$ cat src/rtl/core/ffha_pkg.sv
// Shared types and constants of the first-fit heap allocator.
`default_nettype none
package ffha_pkg;

  // Fixed widths of the offset fields and of the configuration registers.
  localparam int unsigned OffsetBits = 20;
  localparam int unsigned CfgBits    = 21;

  // Request modes; the last code is reserved and always fails.
  localparam logic [1:0] MODE_ALLOC = 2'd0;
  localparam logic [1:0] MODE_FREE  = 2'd1;
  localparam logic [1:0] MODE_INIT  = 2'd2;
  localparam logic [1:0] MODE_RSVD  = 2'd3;

  // Configuration register indexes.
  localparam logic CFG_HEAP_LIMIT   = 1'b0;
  localparam logic CFG_INITIAL_SIZE = 1'b1;

  // Largest usable heap size, one past the highest offset.
  localparam logic [CfgBits-1:0] OffsetSpan = CfgBits'(1) << OffsetBits;

  // One table entry: header offset, payload size and free mark.
  typedef struct packed {
    logic [OffsetBits-1:0] start;
    logic [OffsetBits-1:0] bytes;
    logic                  free;
  } ent_t;

endpackage
`default_nettype wire

$ cat src/rtl/core/first_fit_heap_allocator_unit.sv
// Top level of the first-fit heap allocator: table ring and pass controller.
// Requests (mode, request_size, address) arrive on a valid/ready channel and
// each gives one response (status, payload_offset) on a valid/ready channel.
// The block table lives in a ring of MAX_BLOCKS cells. Every allocate, free
// or initialize request rotates the whole ring once through the controller,
// which rewrites the entries as they pass: it marks, splits, appends or
// merges blocks in address order.
// A free spends longer in the ring than an allocate or initialize, as set by
// the ring length and the controller's short reorder queue; the response is
// valid right after the last ring cycle. Requests that fail before any table
// work (heap not initialized, bad initial size, unknown mode) have their
// response in the cycle after they are taken.
// One request is worked at a time: ready is high only while the block is
// idle and no response is pending. Without stalls the block goes from the
// response state back to idle, where it takes the next request.
// Reset leaves the heap uninitialized, heap_limit at 1048576 and
// initial_size at 4096. The table itself needs no clearing.
// A stalled response is held unchanged until it is taken; the block then
// takes the next request.
// Configuration writes are taken at once and must only occur while idle.
`default_nettype none
module first_fit_heap_allocator_unit #(
  parameter int unsigned MAX_BLOCKS   = 64,
  parameter int unsigned HEADER_BYTES = 16
) (
  input  wire                                clk_i,
  input  wire                                rst_ni,
  input  wire                                req_valid_i,
  output logic                               req_ready_o,
  input  wire  [1:0]                         mode_i,
  input  wire  [ffha_pkg::OffsetBits-1:0]    request_size_i,
  input  wire  [ffha_pkg::OffsetBits-1:0]    address_i,
  output logic                               rsp_valid_o,
  input  wire                                rsp_ready_i,
  output logic                               status_o,
  output logic [ffha_pkg::OffsetBits-1:0]    payload_offset_o,
  input  wire                                cfg_we_i,
  input  wire                                cfg_index_i,
  input  wire  [ffha_pkg::CfgBits-1:0]       cfg_data_i
);
  import ffha_pkg::*;

  localparam int unsigned TW = $clog2(MAX_BLOCKS + 4);
  localparam int unsigned CW = $clog2(MAX_BLOCKS + 1);
  localparam int unsigned SW = OffsetBits + 2;
  localparam logic [SW-1:0] Hdr = SW'(HEADER_BYTES);
  localparam logic [TW-1:0] LastPop = TW'(MAX_BLOCKS - 1);

  typedef enum logic [1:0] {ST_IDLE, ST_RUN, ST_RSP} state_e;
  typedef enum logic [1:0] {OP_ALLOC, OP_FREE, OP_INIT} op_e;

  state_e state_q;
  op_e    op_q;
  logic [TW-1:0] t_q;
  logic [1:0]    lag_q;
  logic [OffsetBits-1:0] size_q, addr_q, pay_q;
  logic found_q, dec_q, just_q, status_q;
  logic [CW-1:0] count_q, cnt_nx_q, cnt_nx_d;
  logic [CfgBits-1:0] heap_used_q, heap_used_nx_q, heap_used_nx_d;
  logic ready_q;
  logic [CfgBits-1:0] heap_limit_q, initial_size_q;
  ent_t [3:0] lq_q, lq_d;
  logic [3:0] lv_q, lv_d;
  logic [2:0] ln_q, ln_d;
  logic found_d, dec_d, just_d;
  logic [OffsetBits-1:0] pay_d;

  // Ring of table cells; the head is cell 0, the tail takes the emitted entry.
  ent_t [MAX_BLOCKS-1:0] cell_q;
  ent_t emit;
  logic shift;

  for (genvar g = 0; g < MAX_BLOCKS; g++) begin : g_cell
    if (g == MAX_BLOCKS - 1) begin : g_tail
      ffha_cell u_cell (.clk_i(clk_i), .shift_i(shift), .ent_i(emit), .ent_o(cell_q[g]));
    end else begin : g_body
      ffha_cell u_cell (.clk_i(clk_i), .shift_i(shift), .ent_i(cell_q[g+1]),
                        .ent_o(cell_q[g]));
    end
  end

  assign shift = (state_q == ST_RUN);

  // Head entry arithmetic shared by the passes.
  ent_t head;
  logic hv, pop_real, fits, split_ok, grow_ok, addr_hit, emit_now, last;
  logic [OffsetBits-1:0] left;
  logic [SW-1:0] head_pl, grow_sum;
  logic [CfgBits-1:0] cap;

  assign head     = cell_q[0];
  assign pop_real = (t_q <= LastPop);
  assign hv       = pop_real && (t_q < TW'(count_q));
  assign fits     = head.bytes >= size_q;
  assign left     = head.bytes - size_q;
  assign split_ok = ({2'b00, left} >= Hdr + SW'(1)) && (count_q < CW'(MAX_BLOCKS));
  assign head_pl  = {2'b00, head.start} + Hdr;
  assign addr_hit = (head_pl == {2'b00, addr_q});
  assign cap      = (heap_limit_q > OffsetSpan) ? OffsetSpan : heap_limit_q;
  assign grow_sum = {2'b00, size_q} + Hdr + {1'b0, heap_used_q};
  assign grow_ok  = grow_sum < {1'b0, cap};
  assign emit_now = (t_q >= TW'(lag_q));
  assign last     = (t_q == LastPop + TW'(lag_q));

  // Pass step: turn the head entry into appended entries or a merge into
  // the queue's back, and emit the queue's front to the ring's tail.
  always_comb begin
    ent_t ap0, ap1;
    logic av0, av1, mrg;
    logic [1:0] nap;
    logic [OffsetBits-1:0] madd;
    ent_t [3:0] tq;
    logic [3:0] tv;
    logic [2:0] n;

    ap0 = head;
    ap1 = head;
    av0 = hv;
    av1 = 1'b0;
    nap = 2'd0;
    mrg = 1'b0;
    madd = head.bytes + OffsetBits'(HEADER_BYTES);
    found_d = found_q;
    dec_d = dec_q;
    just_d = 1'b0;
    pay_d = pay_q;
    cnt_nx_d = cnt_nx_q;
    heap_used_nx_d = heap_used_nx_q;
    emit = '0;

    if (pop_real) begin
      nap = 2'd1;
      case (op_q)
        OP_ALLOC: begin
          if (!dec_q && hv && head.free && fits) begin
            dec_d = 1'b1;
            found_d = 1'b1;
            pay_d = head_pl[OffsetBits-1:0];
            ap0.free = 1'b0;
            if (split_ok) begin
              ap0.bytes = size_q;
              ap1.start = head_pl[OffsetBits-1:0] + size_q;
              ap1.bytes = left - OffsetBits'(HEADER_BYTES);
              ap1.free = 1'b1;
              av1 = 1'b1;
              nap = 2'd2;
              cnt_nx_d = cnt_nx_q + CW'(1);
            end
          end else if (!dec_q && !hv) begin
            dec_d = 1'b1;
            if (grow_ok) begin
              found_d = 1'b1;
              ap0.start = heap_used_q[OffsetBits-1:0];
              ap0.bytes = size_q;
              ap0.free = 1'b0;
              av0 = 1'b1;
              pay_d = heap_used_q[OffsetBits-1:0] + OffsetBits'(HEADER_BYTES);
              heap_used_nx_d = grow_sum[CfgBits-1:0];
              cnt_nx_d = cnt_nx_q + CW'(1);
            end
          end
        end
        OP_FREE: begin
          if (!dec_q && hv && addr_hit) begin
            dec_d = 1'b1;
            if (!head.free) begin
              found_d = 1'b1;
              just_d = 1'b1;
              ap0.free = 1'b1;
              if (ln_q != 3'd0) begin
                if (lv_q[2'(ln_q - 3'd1)] && lq_q[2'(ln_q - 3'd1)].free) begin
                  mrg = 1'b1;
                end
              end
            end
          end else if (just_q && hv && head.free) begin
            mrg = 1'b1;
          end
          if (mrg) begin
            nap = 2'd0;
            cnt_nx_d = cnt_nx_d - CW'(1);
          end
        end
        default: begin
          // Initialize: the first slot gets the single free block.
          if (t_q == '0) begin
            ap0.start = '0;
            ap0.bytes = initial_size_q[OffsetBits-1:0] - OffsetBits'(HEADER_BYTES);
            ap0.free = 1'b1;
            av0 = 1'b1;
          end else begin
            ap0 = '0;
            av0 = 1'b0;
          end
        end
      endcase
    end

    // Queue update: merge at the back, pop the front, append.
    tq = lq_q;
    tv = lv_q;
    n = ln_q;
    for (int k = 0; k < 4; k++) begin
      if (mrg && (3'(k) + 3'd1 == n)) begin
        tq[k].bytes = tq[k].bytes + madd;
      end
    end
    if (emit_now && n != 3'd0) begin
      emit = tq[0];
      for (int k = 0; k < 3; k++) begin
        tq[k] = tq[k+1];
        tv[k] = tv[k+1];
      end
      n = n - 3'd1;
    end
    for (int k = 0; k < 4; k++) begin
      if (nap != 2'd0 && 3'(k) == n) begin
        tq[k] = ap0;
        tv[k] = av0;
      end
      if (nap == 2'd2 && 3'(k) == n + 3'd1) begin
        tq[k] = ap1;
        tv[k] = av1;
      end
    end
    lq_d = tq;
    lv_d = tv;
    ln_d = n + 3'(nap);
  end

  // Configuration registers.
  always_ff @(posedge clk_i or negedge rst_ni) begin
    if (!rst_ni) begin
      heap_limit_q <= OffsetSpan;
      initial_size_q <= CfgBits'(4096);
    end else if (cfg_we_i) begin
      if (cfg_index_i == CFG_HEAP_LIMIT) begin
        heap_limit_q <= cfg_data_i;
      end else begin
        initial_size_q <= cfg_data_i;
      end
    end
  end

  // Controller state, heap bookkeeping and the response register.
  always_ff @(posedge clk_i or negedge rst_ni) begin
    if (!rst_ni) begin
      state_q <= ST_IDLE;
      op_q <= OP_ALLOC;
      t_q <= '0;
      lag_q <= 2'd1;
      found_q <= 1'b0;
      dec_q <= 1'b0;
      just_q <= 1'b0;
      ln_q <= 3'd0;
      lv_q <= '0;
      lq_q <= '0;
      size_q <= '0;
      addr_q <= '0;
      count_q <= '0;
      cnt_nx_q <= '0;
      heap_used_q <= '0;
      heap_used_nx_q <= '0;
      ready_q <= 1'b0;
      status_q <= 1'b1;
      pay_q <= '0;
    end else begin
      unique case (state_q)
        ST_IDLE: begin
          if (req_valid_i) begin
            t_q <= '0;
            found_q <= 1'b0;
            dec_q <= 1'b0;
            just_q <= 1'b0;
            ln_q <= 3'd0;
            lv_q <= '0;
            pay_q <= '0;
            size_q <= request_size_i;
            addr_q <= address_i;
            cnt_nx_q <= count_q;
            heap_used_nx_q <= heap_used_q;
            status_q <= 1'b1;
            state_q <= ST_RSP;
            if (mode_i == MODE_ALLOC && ready_q) begin
              op_q <= OP_ALLOC;
              lag_q <= 2'd1;
              state_q <= ST_RUN;
            end else if (mode_i == MODE_FREE && ready_q) begin
              op_q <= OP_FREE;
              lag_q <= 2'd3;
              state_q <= ST_RUN;
            end else if (mode_i == MODE_INIT && initial_size_q <= cap &&
                         initial_size_q >= CfgBits'(HEADER_BYTES + 1)) begin
              op_q <= OP_INIT;
              lag_q <= 2'd1;
              found_q <= 1'b1;
              count_q <= CW'(1);
              cnt_nx_q <= CW'(1);
              heap_used_q <= initial_size_q;
              heap_used_nx_q <= initial_size_q;
              ready_q <= 1'b1;
              state_q <= ST_RUN;
            end
          end
        end
        ST_RUN: begin
          t_q <= t_q + TW'(1);
          found_q <= found_d;
          dec_q <= dec_d;
          just_q <= just_d;
          pay_q <= pay_d;
          lq_q <= lq_d;
          lv_q <= lv_d;
          ln_q <= ln_d;
          cnt_nx_q <= cnt_nx_d;
          heap_used_nx_q <= heap_used_nx_d;
          if (last) begin
            count_q <= cnt_nx_d;
            heap_used_q <= heap_used_nx_d;
            status_q <= !found_d;
            if (!found_d || op_q != OP_ALLOC) begin
              pay_q <= '0;
            end
            state_q <= ST_RSP;
          end
        end
        ST_RSP: begin
          if (rsp_ready_i) begin
            state_q <= ST_IDLE;
          end
        end
        default: begin
          state_q <= ST_IDLE;
        end
      endcase
    end
  end

  assign req_ready_o      = (state_q == ST_IDLE);
  assign rsp_valid_o      = (state_q == ST_RSP);
  assign status_o         = status_q;
  assign payload_offset_o = pay_q;

endmodule
`default_nettype wire

$ cat src/rtl/core/ffha_cell.sv
// One cell of the block table ring: holds one entry and passes it on.
`default_nettype none
module ffha_cell (
  input  wire                 clk_i,
  input  wire                 shift_i,
  input  wire ffha_pkg::ent_t ent_i,
  output ffha_pkg::ent_t      ent_o
);
  import ffha_pkg::*;

  ent_t ent_q;

  // Take the neighbor's entry on every shift.
  always_ff @(posedge clk_i) begin
    if (shift_i) begin
      ent_q <= ent_i;
    end
  end

  assign ent_o = ent_q;

endmodule
`default_nettype wire

$ cat config.mk
export PLATFORM = sky130hd
export DESIGN_NAME = first_fit_heap_allocator_unit
export DESIGN_NICKNAME = d
export VERILOG_FILES = /design/src/rtl/core/ffha_pkg.sv /design/src/rtl/core/first_fit_heap_allocator_unit.sv /design/src/rtl/core/ffha_cell.sv
export SDC_FILE = /design/constraint.sdc
export NUM_CORES = 2
export LEC_CHECK = 0
export CAP_MARGIN = 10
export CORE_ASPECT_RATIO = 1.4
export CORE_MARGIN = 4
export CORE_UTILIZATION = 28
export DETAILED_ROUTE_END_ITERATION = 8
export DONT_BUFFER_PORTS = 1
export HOLD_SLACK_MARGIN = 0.05
export SYNTH_ARGS = -nofsm -noshare
export SYNTH_HDL_FRONTEND = slang
export SYNTH_SLANG_ARGS = --single-unit
$ cat constraint.sdc
create_clock -name clk_i -period 151.5 [get_ports clk_i]
set_input_delay 0 -clock clk_i [delete_from_list [all_inputs] [get_ports clk_i]]
set_output_delay 0 -clock clk_i [all_outputs]
set_load 0.02 [all_outputs]
==> out/metrics.csv <==
metric,value,unit
worst hold path class,in -> reg,
Syn Inst Count,6443,
Clock Tree Buf Depth,4,
fmax,126,MHz
Worst EP arrival,8.74,ns
Die W,535,um
Worst Reg-to-Reg Cells,27,
cell mode on critical path,o21a_1,
maxcap violations,0,
First-pass DRT Iterations,8,
outcome,"complete, no violations",
CP bufs+invs,3,
Overflow after GRT,0,
initial core utilization,0.281,
wire length per cell,19.7,um
global-route wire length before repair,361000,um
Ys Warns,0,
"Reg clk slew, reported paths",0.08,ns
Antenna Nets Post-Route,0,
Static Leak,42.5,nW
"Slew Viols, Final",0,
worst setup margin,143.53,ns
pre-CTS setup slack,143.68,ns
Nets,7042,
Peak VDD IR,15.2,uV
vias,55512,
setup TNS,0,ns
Clock Latency Late Sink,0.91,ns
drt total wl,238000,um
io pins,92,
DIE HEIGHT,745,um
worst reg-to-reg setup slack,143.53,ns
port bufs,0,
Startpoint Class,register,
maximum fanout along the worst path,22,
multi-input combinational cell area,0.0202,mm^2
Avg Inst Size Synth,16.9,um^2
"CP delay by family, top",compound AO/OA/AOI/OAI gates,
RePlAce Congestion,0.931,
"commonest non-fill, non-tap cell in the layout",edfxtp_1,
layout cells sized above 1,0.0866,
register area,0.0874,mm^2
Rel. slew slack,0.161,
Area Overhead vs Synth,15.2,%
initial antenna violation count,24,
"Seq/Total Area, Yosys",0.804,
post-synthesis async set-or-reset flop share,0.116,
minimum clock period,7.97,ns
Critical Path RT,152.28,ns
Yosys cell types,104,
clock sinks,2969,
"Worst Path Class, Setup",reg -> reg,
hold violation count in the final report,0,
largest net degree at the start of global routing,346,
worst r2r src,size_q[4],
H-Tree Level Count,4,
FILL cells,36965,
max incr delay on CP,0.79,ns
CTS tree,done,
row cnt,270,
DR iter-0 viols,4908,
final worst clock skew,0.0969,ns
unrepaired setup endpoints after global routing,false,
power per cell area,22.6,mW/mm^2
Placeable Area,0.386,mm^2
worst hold start,req_valid_i,
Post-synth EDFFs,2624,
# setup viols final,0,
Critical-path top delay cell,nand2_1,
"commonest cells after routing, fill and taps aside","edfxtp_1, nand2_1, dfrtp_1",
vias in the first global route,56185,
Hold Path End,lv_q[3],
Yosys reg bits,2969,
crit share post-route,0.0526,
Crit. End Element,register,
DIE AREA,0.399,mm^2
depth of the worst hold-timing path,5,
detailed placement HPWL,149000,um
Synth Net Count,6741,
Total Routing Usage GR,0.116,
DRC errors left,0,
via density per instance,4.58,
R2R Path End,heap_used_q[2],
area of the mapped netlist,0.109,mm^2
commonest register cell after synthesis,edfxtp_1,
clock buffers created by TritonCTS,244,
Least-Margin Pin Slew,1.25,ns
postcts setup bufs,0,
root buffer cell,clkbuf_16,
==> sequential cells by signal (all words and copies together) (netlist names), 20 cells and up <==
register                    flops
heap_limit_q                   21
g_cell.g_body.u_cell.ent_o   2583
g_cell.g_tail.u_cell.ent_o     41
heap_used_q                    21
addr_q                         20
heap_used_nx_q                 21
initial_size_q                 21
size_q                         20
lq_q                          164
payload_offset_o               20
==> timing repair <==
item	4_1_cts	5_1_grt
hold buffers	187	1
setup endpoints to repair	0	0
hold endpoints to repair	490	86
resized for setup	0	0
==> how the worst max path moves through the flow <==
| stage | from | endpoint | slack [ns] | cells past startpoint |
|---|---|---|---|---|
| floorplan | state_q[1] | g_cell[0].g_body.u_cell.ent_o[0] | 75.51 | 6 |
| global placement | size_q[4] | heap_used_q[2] | 143.54 | 27 |
| detailed placement | size_q[4] | heap_used_q[2] | 143.68 | 27 |
| CTS | size_q[4] | heap_used_q[2] | 143.62 | 27 |
| global route | size_q[4] | lq_q[60] | 143.06 | 29 |
| finish | size_q[4] | heap_used_q[2] | 143.53 | 27 |
==> layout make-up <==
class | instances | area share
flip-flops and latches | 2969 | 0.698
inverters | 121 | 0.00368
well taps | 5168 | 0.0516
repair buffers | 274 | 0.0213
diodes | 4 | 0.0000799
multi-input cells | 3134 | 0.161
clock buffers | 286 | 0.0507
clock inverters | 157 | 0.0138
==> cell usage after synthesis, drive strengths merged (11+ instances only) <==
library cell / number / area, um^2
xnor2: 121 / 1060
o22ai: 47 / 294
inv: 118 / 443
o211ai: 56 / 420
nand3: 140 / 706
o31ai: 30 / 272
a211o: 11 / 96.3
a31oi: 36 / 225
nor3: 72 / 382
dfrtp: 342 / 8560
nand2: 582 / 2180
a22oi: 43 / 323
ha: 221 / 2770
buf: 58 / 287
and3: 32 / 200
nor4: 21 / 153
a21o: 72 / 541
a211oi: 50 / 380
or2: 13 / 81.3
a2bb2oi: 12 / 105
and2: 38 / 238
o221ai: 14 / 123
nor2b: 38 / 238
o21bai: 21 / 158
mux2i: 80 / 801
a21oi: 303 / 1530
edfxtp: 2624 / 78800
or3: 24 / 150
o21ai: 404 / 2030
o21a: 24 / 180
nand2b: 28 / 175
nand4: 28 / 205
a221oi: 11 / 115
nor2: 286 / 1080
mux2: 62 / 702
clkbuf: 161 / 604
xor2: 66 / 578
==> through the flow <==
stage | hold slack [ns] | power, W | cell area [um^2] | instances | utilization
after floorplan | -0.296 | 0.00279 | 109000 | 6443 | -
after global placement | -0.284 | 0.00216 | 115000 | 11476 | 0.298
after detailed placement | -0.283 | 0.00218 | 115000 | 11476 | 0.298
after CTS | 0.151 | 0.00286 | 125000 | 12106 | 0.324
after global routing | 0.247 | 0.00298 | 125000 | 12110 | 0.324
final | 0.248 | 0.00283 | 125000 | 12113 | 0.324
==> worst min-delay path, delay by kind of cell <==
family          cells  cell delay (ns)
compound gates      1             0.07
simple gates        2             0.20
buf+inv             2             0.83
==> logic make-up (layout without fill, tap and decap cells) <==
kind of cell / count (synthesis) / in the layout / share of synthesized area
other cells: 0 / 4 / 0
compound gates: 1237 / 1237 / 0.0713
fa+ha+maj: 229 / 229 / 0.0269
simple gates: 1335 / 1335 / 0.0559
mux: 142 / 142 / 0.0138
buf+inv: 340 / 838 / 0.0124
flops: 2969 / 2969 / 0.804
xor+xnor: 191 / 191 / 0.0159
==> metal layers <==
layer / part of all wire / GRT usage
met1: 0.42 / 0.151
met4: 0.057 / 0.0605
met5: 0 / 0
met2: 0.47 / 0.188
met3: 0.050 / 0.0183
==> where the power goes <==
part           switching, W  total (W)  internal [W]  leakage (nW)
registers          0.000119    0.00138       0.00126          28.7
clock network      0.000292   0.000647      0.000355          3.90
logic              0.000554   0.000797      0.000242          9.90
total              0.000965    0.00283       0.00186          42.5
(Power assumes the default switching activity.)
